==> src/pcmf_pkg.sv <==
// Shared types and constants for the PCM to I2S slot formatter.
// Holds the slot descriptor, queue link structs and register indexes.
// Used by every module in src; depends on nothing.
package pcmf_pkg;

	localparam int unsigned QDEPTH = 2;
	localparam int unsigned QPTR_W = $clog2(QDEPTH);
	localparam int unsigned QCNT_W = $clog2(QDEPTH + 1);

	localparam logic [7:0] SLOT_FILL = 8'hFF;
	localparam logic [7:0] SIGN_FLIP = 8'h80;

	localparam logic REG_SAMPLE_BITS   = 1'b0;
	localparam logic REG_CHANNEL_COUNT = 1'b1;

	localparam logic [5:0] SAMPLE_BITS_RST   = 6'd16;
	localparam logic [1:0] CHANNEL_COUNT_RST = 2'd2;
	localparam logic [1:0] CHANNEL_MONO      = 2'd1;

	typedef enum logic [2:0] {
		FMT_8,
		FMT_16,
		FMT_24,
		FMT_32,
		FMT_NONE
	} fmt_t;

	typedef struct packed {
		logic [3:0][7:0] bytes;
		logic            long_slot;
		logic            dup;
	} slot_t;

	typedef struct packed {
		logic  valid;
		slot_t slot;
	} q_push_t;

	typedef struct packed {
		logic  valid;
		slot_t slot;
	} q_head_t;

endpackage

==> src/pcmf_front.sv <==
// Front part: configuration registers, sample gathering and slot building.
// Pushes one slot descriptor into the queue for every completed sample.
// Depends on pcmf_pkg.
module pcmf_front (
	input  logic                clk,
	input  logic                arst_n,
	input  logic                cfg_write,
	input  logic                cfg_index,
	input  logic [5:0]          cfg_data,
	input  logic                in_valid,
	output logic                in_stall,
	input  logic [7:0]          data_byte,
	input  logic                q_full,
	output pcmf_pkg::q_push_t   push
);

	logic [5:0]      sample_bits_q;
	logic [1:0]      channel_count_q;
	logic [7:0]      held_q [0:2];
	logic [1:0]      pos_q;
	pcmf_pkg::fmt_t  fmt;
	logic [1:0]      last_pos;
	logic            completes;
	logic            accept;
	logic [3:0][7:0] s;
	pcmf_pkg::slot_t slot;

	always_comb begin
		unique case (sample_bits_q)
			6'd8:    fmt = pcmf_pkg::FMT_8;
			6'd16:   fmt = pcmf_pkg::FMT_16;
			6'd24:   fmt = pcmf_pkg::FMT_24;
			6'd32:   fmt = pcmf_pkg::FMT_32;
			default: fmt = pcmf_pkg::FMT_NONE;
		endcase
	end

	always_comb begin
		unique case (fmt)
			pcmf_pkg::FMT_16: last_pos = 2'd1;
			pcmf_pkg::FMT_24: last_pos = 2'd2;
			pcmf_pkg::FMT_32: last_pos = 2'd3;
			default:          last_pos = 2'd0;
		endcase
	end

	assign completes = (fmt != pcmf_pkg::FMT_NONE) && (pos_q >= last_pos);
	assign in_stall  = q_full && completes;
	assign accept    = in_valid && !in_stall;

	always_comb begin
		s = {8'h00, held_q[2], held_q[1], held_q[0]};
		s[last_pos] = data_byte;
		slot.dup = (channel_count_q == pcmf_pkg::CHANNEL_MONO);
		unique case (fmt)
			pcmf_pkg::FMT_8: begin
				slot.bytes     = {16'h0000, s[0] - pcmf_pkg::SIGN_FLIP, pcmf_pkg::SLOT_FILL};
				slot.long_slot = 1'b0;
			end
			pcmf_pkg::FMT_16: begin
				slot.bytes     = {16'h0000, s[1], s[0]};
				slot.long_slot = 1'b0;
			end
			pcmf_pkg::FMT_24: begin
				slot.bytes     = {s[0], 8'h00, s[2], s[1]};
				slot.long_slot = 1'b1;
			end
			default: begin
				slot.bytes     = {s[1], s[0], s[3], s[2]};
				slot.long_slot = 1'b1;
			end
		endcase
	end

	assign push.valid = accept && completes;
	assign push.slot  = slot;

	always_ff @(posedge clk or negedge arst_n) begin
		if (!arst_n) begin
			sample_bits_q   <= pcmf_pkg::SAMPLE_BITS_RST;
			channel_count_q <= pcmf_pkg::CHANNEL_COUNT_RST;
		end else if (cfg_write) begin
			unique case (cfg_index)
				pcmf_pkg::REG_SAMPLE_BITS:   sample_bits_q <= cfg_data;
				pcmf_pkg::REG_CHANNEL_COUNT: channel_count_q <= cfg_data[1:0];
				default: ;
			endcase
		end
	end

	always_ff @(posedge clk or negedge arst_n) begin
		if (!arst_n) begin
			pos_q     <= 2'd0;
			held_q[0] <= 8'h00;
			held_q[1] <= 8'h00;
			held_q[2] <= 8'h00;
		end else if (accept && (fmt != pcmf_pkg::FMT_NONE)) begin
			if (completes) begin
				pos_q <= 2'd0;
			end else begin
				pos_q <= pos_q + 2'd1;
				for (int i = 0; i < 3; i++) begin
					if (pos_q == 2'(i)) begin
						held_q[i] <= data_byte;
					end
				end
			end
		end
	end

`ifndef SYNTH
	a_push_clears_pos: assert property (@(posedge clk) disable iff (!arst_n)
		push.valid |=> pos_q == 2'd0)
		else $error("position not cleared after a completed sample");
	a_stall_only_on_completion: assert property (@(posedge clk) disable iff (!arst_n)
		in_stall |-> (completes && q_full))
		else $error("input stalled on a byte that needs no queue space");
`endif

endmodule

==> src/pcmf_queue.sv <==
// Short queue of slot descriptors between the front and back parts.
// Depth is set by pcmf_pkg::QDEPTH; depends on pcmf_pkg.
module pcmf_queue (
	input  logic              clk,
	input  logic              arst_n,
	input  pcmf_pkg::q_push_t push,
	output logic              full,
	output pcmf_pkg::q_head_t head,
	input  logic              pop
);

	pcmf_pkg::slot_t             mem_q [pcmf_pkg::QDEPTH];
	logic [pcmf_pkg::QPTR_W-1:0] wr_ptr_q;
	logic [pcmf_pkg::QPTR_W-1:0] rd_ptr_q;
	logic [pcmf_pkg::QCNT_W-1:0] cnt_q;
	logic                        do_push;
	logic                        do_pop;

	assign full       = (cnt_q == pcmf_pkg::QCNT_W'(pcmf_pkg::QDEPTH));
	assign head.valid = (cnt_q != '0);
	assign head.slot  = mem_q[rd_ptr_q];
	assign do_push    = push.valid && !full;
	assign do_pop     = pop && head.valid;

	always_ff @(posedge clk) begin
		if (do_push) begin
			mem_q[wr_ptr_q] <= push.slot;
		end
	end

	always_ff @(posedge clk or negedge arst_n) begin
		if (!arst_n) begin
			wr_ptr_q <= '0;
			rd_ptr_q <= '0;
			cnt_q    <= '0;
		end else begin
			if (do_push) begin
				wr_ptr_q <= (wr_ptr_q == pcmf_pkg::QPTR_W'(pcmf_pkg::QDEPTH - 1)) ?
					'0 : wr_ptr_q + 1'b1;
			end
			if (do_pop) begin
				rd_ptr_q <= (rd_ptr_q == pcmf_pkg::QPTR_W'(pcmf_pkg::QDEPTH - 1)) ?
					'0 : rd_ptr_q + 1'b1;
			end
			unique case ({do_push, do_pop})
				2'b10:   cnt_q <= cnt_q + 1'b1;
				2'b01:   cnt_q <= cnt_q - 1'b1;
				default: cnt_q <= cnt_q;
			endcase
		end
	end

`ifndef SYNTH
	a_no_overflow: assert property (@(posedge clk) disable iff (!arst_n)
		cnt_q <= pcmf_pkg::QCNT_W'(pcmf_pkg::QDEPTH))
		else $error("queue count beyond its depth");
	a_push_never_dropped: assert property (@(posedge clk) disable iff (!arst_n)
		push.valid |-> !full)
		else $error("descriptor pushed into a full queue");
`endif

endmodule

==> src/pcmf_back.sv <==
// Back part: walks the head slot descriptor and sends its bytes one a cycle
// unless stalled. Mono slots are sent twice; the output register decouples
// the stall. Depends on pcmf_pkg.
module pcmf_back (
	input  logic              clk,
	input  logic              arst_n,
	input  pcmf_pkg::q_head_t head,
	output logic              pop,
	output logic              out_valid,
	input  logic              out_stall,
	output logic [7:0]        out_byte,
	output logic              run_end
);

	logic [2:0] idx_q;
	logic       out_valid_q;
	logic [7:0] out_byte_q;
	logic       run_end_q;
	logic       advance;
	logic       load;
	logic [2:0] idx_last;
	logic       is_last;
	logic [1:0] sel;

	assign advance  = !out_valid_q || !out_stall;
	assign load     = advance && head.valid;
	assign idx_last = {head.slot.long_slot && head.slot.dup,
		head.slot.long_slot || head.slot.dup, 1'b1};
	assign is_last  = (idx_q == idx_last);
	assign sel      = head.slot.long_slot ? idx_q[1:0] : {1'b0, idx_q[0]};
	assign pop      = load && is_last;

	always_ff @(posedge clk or negedge arst_n) begin
		if (!arst_n) begin
			idx_q       <= 3'd0;
			out_valid_q <= 1'b0;
		end else begin
			if (advance) begin
				out_valid_q <= head.valid;
			end
			if (load) begin
				idx_q <= is_last ? 3'd0 : idx_q + 3'd1;
			end
		end
	end

	always_ff @(posedge clk) begin
		if (load) begin
			out_byte_q <= head.slot.bytes[sel];
			run_end_q  <= is_last;
		end
	end

	assign out_valid = out_valid_q;
	assign out_byte  = out_byte_q;
	assign run_end   = run_end_q;

`ifndef SYNTH
	a_mid_run_has_head: assert property (@(posedge clk) disable iff (!arst_n)
		idx_q != 3'd0 |-> head.valid)
		else $error("slot walk in progress with an empty queue");
	a_last_restarts: assert property (@(posedge clk) disable iff (!arst_n)
		pop |=> idx_q == 3'd0)
		else $error("byte index not cleared after the last byte of a slot");
`endif

endmodule

==> src/pcm_to_i2s_slot_formatter_core.sv <==
// Top level of the PCM to I2S slot formatter: front, descriptor queue, back.
// Depends on pcmf_pkg, pcmf_front, pcmf_queue and pcmf_back.
//
//   channel | signals                                  | direction
//   input   | in_valid, in_stall, data_byte            | byte stream in
//   output  | out_valid, out_stall, out_byte, run_end  | slot bytes out
//   config  | cfg_write, cfg_index, cfg_data           | register writes
//
// A byte that does not complete a sample is never stalled. A completing
// byte queues a descriptor that the back part sends as 2, 4 or 8 bytes, one
// per cycle while out_stall is low, so the output byte rate sets the
// sustained input rate. The two-entry queue lets the front keep taking
// bytes while the back sends. Reset clears the held bytes, the position and
// the queue and restores the registers to 16-bit stereo.
module pcm_to_i2s_slot_formatter_core (
	input  logic       clk,
	input  logic       arst_n,
	input  logic       cfg_write,
	input  logic       cfg_index,
	input  logic [5:0] cfg_data,
	input  logic       in_valid,
	output logic       in_stall,
	input  logic [7:0] data_byte,
	output logic       out_valid,
	input  logic       out_stall,
	output logic [7:0] out_byte,
	output logic       run_end
);

	pcmf_pkg::q_push_t push;
	pcmf_pkg::q_head_t head;
	logic              q_full;
	logic              pop;

	pcmf_front u_front (
		.clk       (clk),
		.arst_n    (arst_n),
		.cfg_write (cfg_write),
		.cfg_index (cfg_index),
		.cfg_data  (cfg_data),
		.in_valid  (in_valid),
		.in_stall  (in_stall),
		.data_byte (data_byte),
		.q_full    (q_full),
		.push      (push)
	);

	pcmf_queue u_queue (
		.clk    (clk),
		.arst_n (arst_n),
		.push   (push),
		.full   (q_full),
		.head   (head),
		.pop    (pop)
	);

	pcmf_back u_back (
		.clk       (clk),
		.arst_n    (arst_n),
		.head      (head),
		.pop       (pop),
		.out_valid (out_valid),
		.out_stall (out_stall),
		.out_byte  (out_byte),
		.run_end   (run_end)
	);

endmodule
==> config.mk <==
export PLATFORM = sky130hd
export DESIGN_NAME = pcm_to_i2s_slot_formatter_core
export DESIGN_NICKNAME = d
export VERILOG_FILES = /design/src/pcmf_pkg.sv /design/src/pcmf_front.sv /design/src/pcmf_queue.sv /design/src/pcmf_back.sv /design/src/pcm_to_i2s_slot_formatter_core.sv
export SDC_FILE = /design/constraint.sdc
export NUM_CORES = 1
export LEC_CHECK = 0
export BUFFER_PORTS_ARGS = -buffer_cell sky130_fd_sc_hd__clkbuf_2
export CORE_MARGIN = 1
export CORE_UTILIZATION = 43
export DETAILED_ROUTE_END_ITERATION = 10
export GPL_TIMING_DRIVEN = 1
export PLACE_DENSITY = 0.61
export SLEW_MARGIN = 15
export SYNTH_ARGS = -nofsm -noshare
export SYNTH_HDL_FRONTEND = slang
export SYNTH_SLANG_ARGS = --single-unit
==> constraint.sdc <==
create_clock -name clk -period 4.6 [get_ports clk]
set_input_delay 1.38 -clock clk [delete_from_list [all_inputs] [get_ports clk]]
set_output_delay 1.38 -clock clk [all_outputs]
set_load 0.005 [all_outputs]
==> out/results.txt <==
routability-driven placement congestion ratio: 0.7513
number of storage elements in the synthesis netlist: 119
Achievable Freq: 0.2491 GHz
leftover overflow at the end of global routing: 0
number of warnings issued by yosys: 0
number of violations reported at the end of detailed-routing iteration 0: 208
GRT met3 Usage: 0.04570
portion of synthesized cell area occupied by the leading cell type: 0.4317
die height: 113.6 µm
layout cell share with drive strength beyond 1: 0.3333
clock insertion delay at the later pin of the skew report: 420 ps
number of hold buffers added after cts: 0
slew at the pin closest to its max-slew limit: 972.6 ps
Worst Slack Setup Final: 585.6 ps
maximum clock skew at final layout: 7.984 ps
setup TNS after final layout: 0 ps
summed area of non-filler cells in the final layout: 0.006256 mm²
wire length reported by the detailed router: 10030 µm
number of enable-type register cells in the synthesized netlist: 77
Synth-to-Final Area Change: 16.80%
Detail Placement HPWL: 6300 µm
most frequently used cell type in the post-synthesis netlist: sky130_fd_sc_hd__edfxtp_1
required time at the worst-slack endpoint: 3220 ps
average footprint of a synthesized cell: 15.89 µm²
post-synthesis cell area: 0.005356 mm²
worst hold margin: 492.9 ps
busiest layer in global routing: met2
Relative slew margins: 0.3516
share of the yosys chip area belonging to registers: 0.6284
path class of the lowest-slack min-delay path: flop to flop
initial antenna violation count: 0
final critical-path required period: 4014 ps
core area: 0.01206 mm²
number of rows created at floorplan: 40
post-cts gate resize count: 0
Post-synth ARST share: 0.3529
met1 layer usage reported by global route: 0.2227
Reg clk slew, reported paths: 50 ps
crit path max-delay cell type: sky130_fd_sc_hd__dfrtp_1
capturing element type of the critical path: output pin
number of setup buffers added after CTS: 0
signal arrival time at the worst endpoint: 2630 ps
cts bufs inserted: 17
result of the run: complete, no violations
Startpoint Class: flop
number of endpoints with negative hold slack in the final report: 0
vias in the first global route: 2981
CTS tree: built
Net count, final: 401
routing usage on met2: 0.2874
Mapped Cells: 337
count of antenna-violating nets left after detailed routing: 0
largest incremental delay on the critical path: 700 ps
number of cells in the finished layout apart from fillers: 555
max-capacitance violation count: 0
cell types with the highest counts after synthesis: sky130_fd_sc_hd__edfxtp_1 (77), sky130_fd_sc_hd__dfrtp_1 (40), sky130_fd_sc_hd__nor2_1 (25)
die area: 0.01291 mm²
areal power density over the cells: 529.9 mW/mm²
largest net degree at the start of global routing: 43
leading register cell type out of synthesis: sky130_fd_sc_hd__edfxtp_1
Placed Cells: 523
Leakage Power: 2.548 nW
htree depth: 4
first-pass GRT wire length: 16400 µm
Synth area leader: sky130_fd_sc_hd__edfxtp_1
Placed Area: 0.005673 mm²
critical path peak fanout: 19
vias per std cell: 5.166
pre-CTS WS: 1010 ps
DRC errors left: 0
Final Setup Violations: 0
Clock Sinks: 119
cells along the critical path: or3b_1 -> a21o_1 -> ha_1 -> a21oi_1 -> nor4b_1 -> clkbuf_2
count of input and output buffers: 30
first-pass detailed-route iteration total: 4
category of cells accounting for the largest share of critical-path delay: simple AND/OR/NAND/NOR gates
Ant. Diodes: 0
classification of the worst setup path: flop to output pin
count of different cell masters after synthesis: 44
CTS max path bufs: 2
Area contributors post-synth: sky130_fd_sc_hd__edfxtp_1 (43%), sky130_fd_sc_hd__dfrtp_1 (19%), sky130_fd_sc_hd__mux2_4 (6.7%), sky130_fd_sc_hd__mux4_2 (6.7%), sky130_fd_sc_hd__mux2_2 (3.8%)
fin. max-slew vios: 0
post-synth net total: 364
worst supply voltage drop on vdd: 257.1 µV
initial core utilization: 0.4441
total global-route track usage: 0.1782
boundary pin count: 31
die outline width: 113.6 µm
total via count after detailed routing: 2867
routed length per instance: 18.08 µm
CTS Root Cell: sky130_fd_sc_hd__clkbuf_16
crit share post-route: 0.8727
sum of buffers and inverters on the critical path: 1
unrepaired setup endpoints after global routing: false
-- kinds of logic (layout without fill, tap and decap cells) --
| kind of cell | after synthesis | after routing | share of synthesized area |
|---|---|---|---|
| AO/OA/AOI/OAI | 37 | 37 | 0.04649 |
| XOR/XNOR | 10 | 10 | 0.01635 |
| adder cells (fa/ha/maj) | 7 | 7 | 0.01635 |
| buffers and inverters | 25 | 75 | 0.02243 |
| flip-flops | 119 | 119 | 0.6284 |
| multiplexers | 74 | 74 | 0.2023 |
| AND/OR/NAND/NOR | 65 | 65 | 0.06774 |
-- state kept, by name (all words and copies together) (netlist names) --
register                 flops
u_back.idx_q                 3
u_queue.wr_ptr_q             1
u_back.out_valid             1
u_queue.rd_ptr_q             1
u_queue.mem_q               68
u_front.channel_count_q      2
u_front.held_q              24
u_front.pos_q                2
u_queue.cnt_q                2
u_back.out_byte              8
u_back.run_end               1
u_front.sample_bits_q        6
-- metrics by stage --
| stage | total power, mW | util |
|---|---|---|
| finish | 3.315 | 0.5187 |
| global placement | 2.035 | 0.4703 |
| global route | 3.470 | 0.5187 |
| floorplan | 1.855 | - |
| CTS | 3.357 | 0.5187 |
| detailed placement | 2.046 | 0.4703 |
-- cell type report --
| class | count | area (µm²) |
|---|---|---|
| Multi-Input combinational cell | 193 | 1876 |
| Clock inverter | 9 | 125.1 |
| Inverter | 7 | 26.28 |
| Fill cell | 995 | 5806 |
| Tap cell | 168 | 210.2 |
| Timing Repair Buffer | 36 | 195.2 |
| Sequential cell | 119 | 3366 |
| Clock buffer | 23 | 457.9 |
-- layer usage --
metal / wire (µm) / up-vias / share of wire
li1: - / 1340 / -
met1: 4453 / 1451 / 0.44
met2: 4942 / 61 / 0.49
met3: 420 / 15 / 0.042
met4: 218 / 0 / 0.022
met5: 0 / - / 0
-- report_power, final --
part	total [mW]	internal, mW	switching [mW]	leakage (nW)
Combinational	0.622	0.325	0.297	0.994
Sequential	1.39	1.28	0.102	1.28
Clock	1.31	0.859	0.447	0.272
-- worst min-delay path, stage by stage, from the launching register on --
cell and delay, ps:
sky130_fd_sc_hd__dfrtp_1 340, sky130_fd_sc_hd__nand2_1 70, sky130_fd_sc_hd__nand2_1 50
-- path summary, 6_finish.rpt --
kind	from	endpoint	slack, ps	cells past startpoint
hold / removal	u_back.out_valid	u_back.out_valid	490	2
setup reg to reg	u_front.sample_bits_q[3]	u_front.held_q[19]	1450	7
setup / recovery	u_front.sample_bits_q[3]	in_stall	590	6
hold reg to reg	u_back.out_valid	u_back.out_valid	490	2
max in group asynchronous	arst_n	u_back.idx_q[0]	2870	1
min in group asynchronous	arst_n	u_front.channel_count_q[0]	1110	1
-- placed cells by master (no fill, tap or decap), drive strengths merged, types with 2 or more instances in the layout --
cell,synthesis,final
a21oi,15,15
a22o,9,9
and2,7,7
and3,2,2
buf,11,7
bufinv,0,3
clkbuf,7,52
clkinv,0,3
clkinvlp,0,3
dfrtp,40,40
dfstp,2,2
edfxtp,77,77
ha,7,7
inv,7,7
mux2,42,42
mux2i,16,16
mux4,16,16
nand2,15,15
nand3,2,2
nor2,25,25
nor2b,4,4
nor3,3,3
o21ai,5,5
o311ai,2,2
xnor2,7,7
xor2,3,3
No activity file was read; power rests on OpenSTA's default activity.
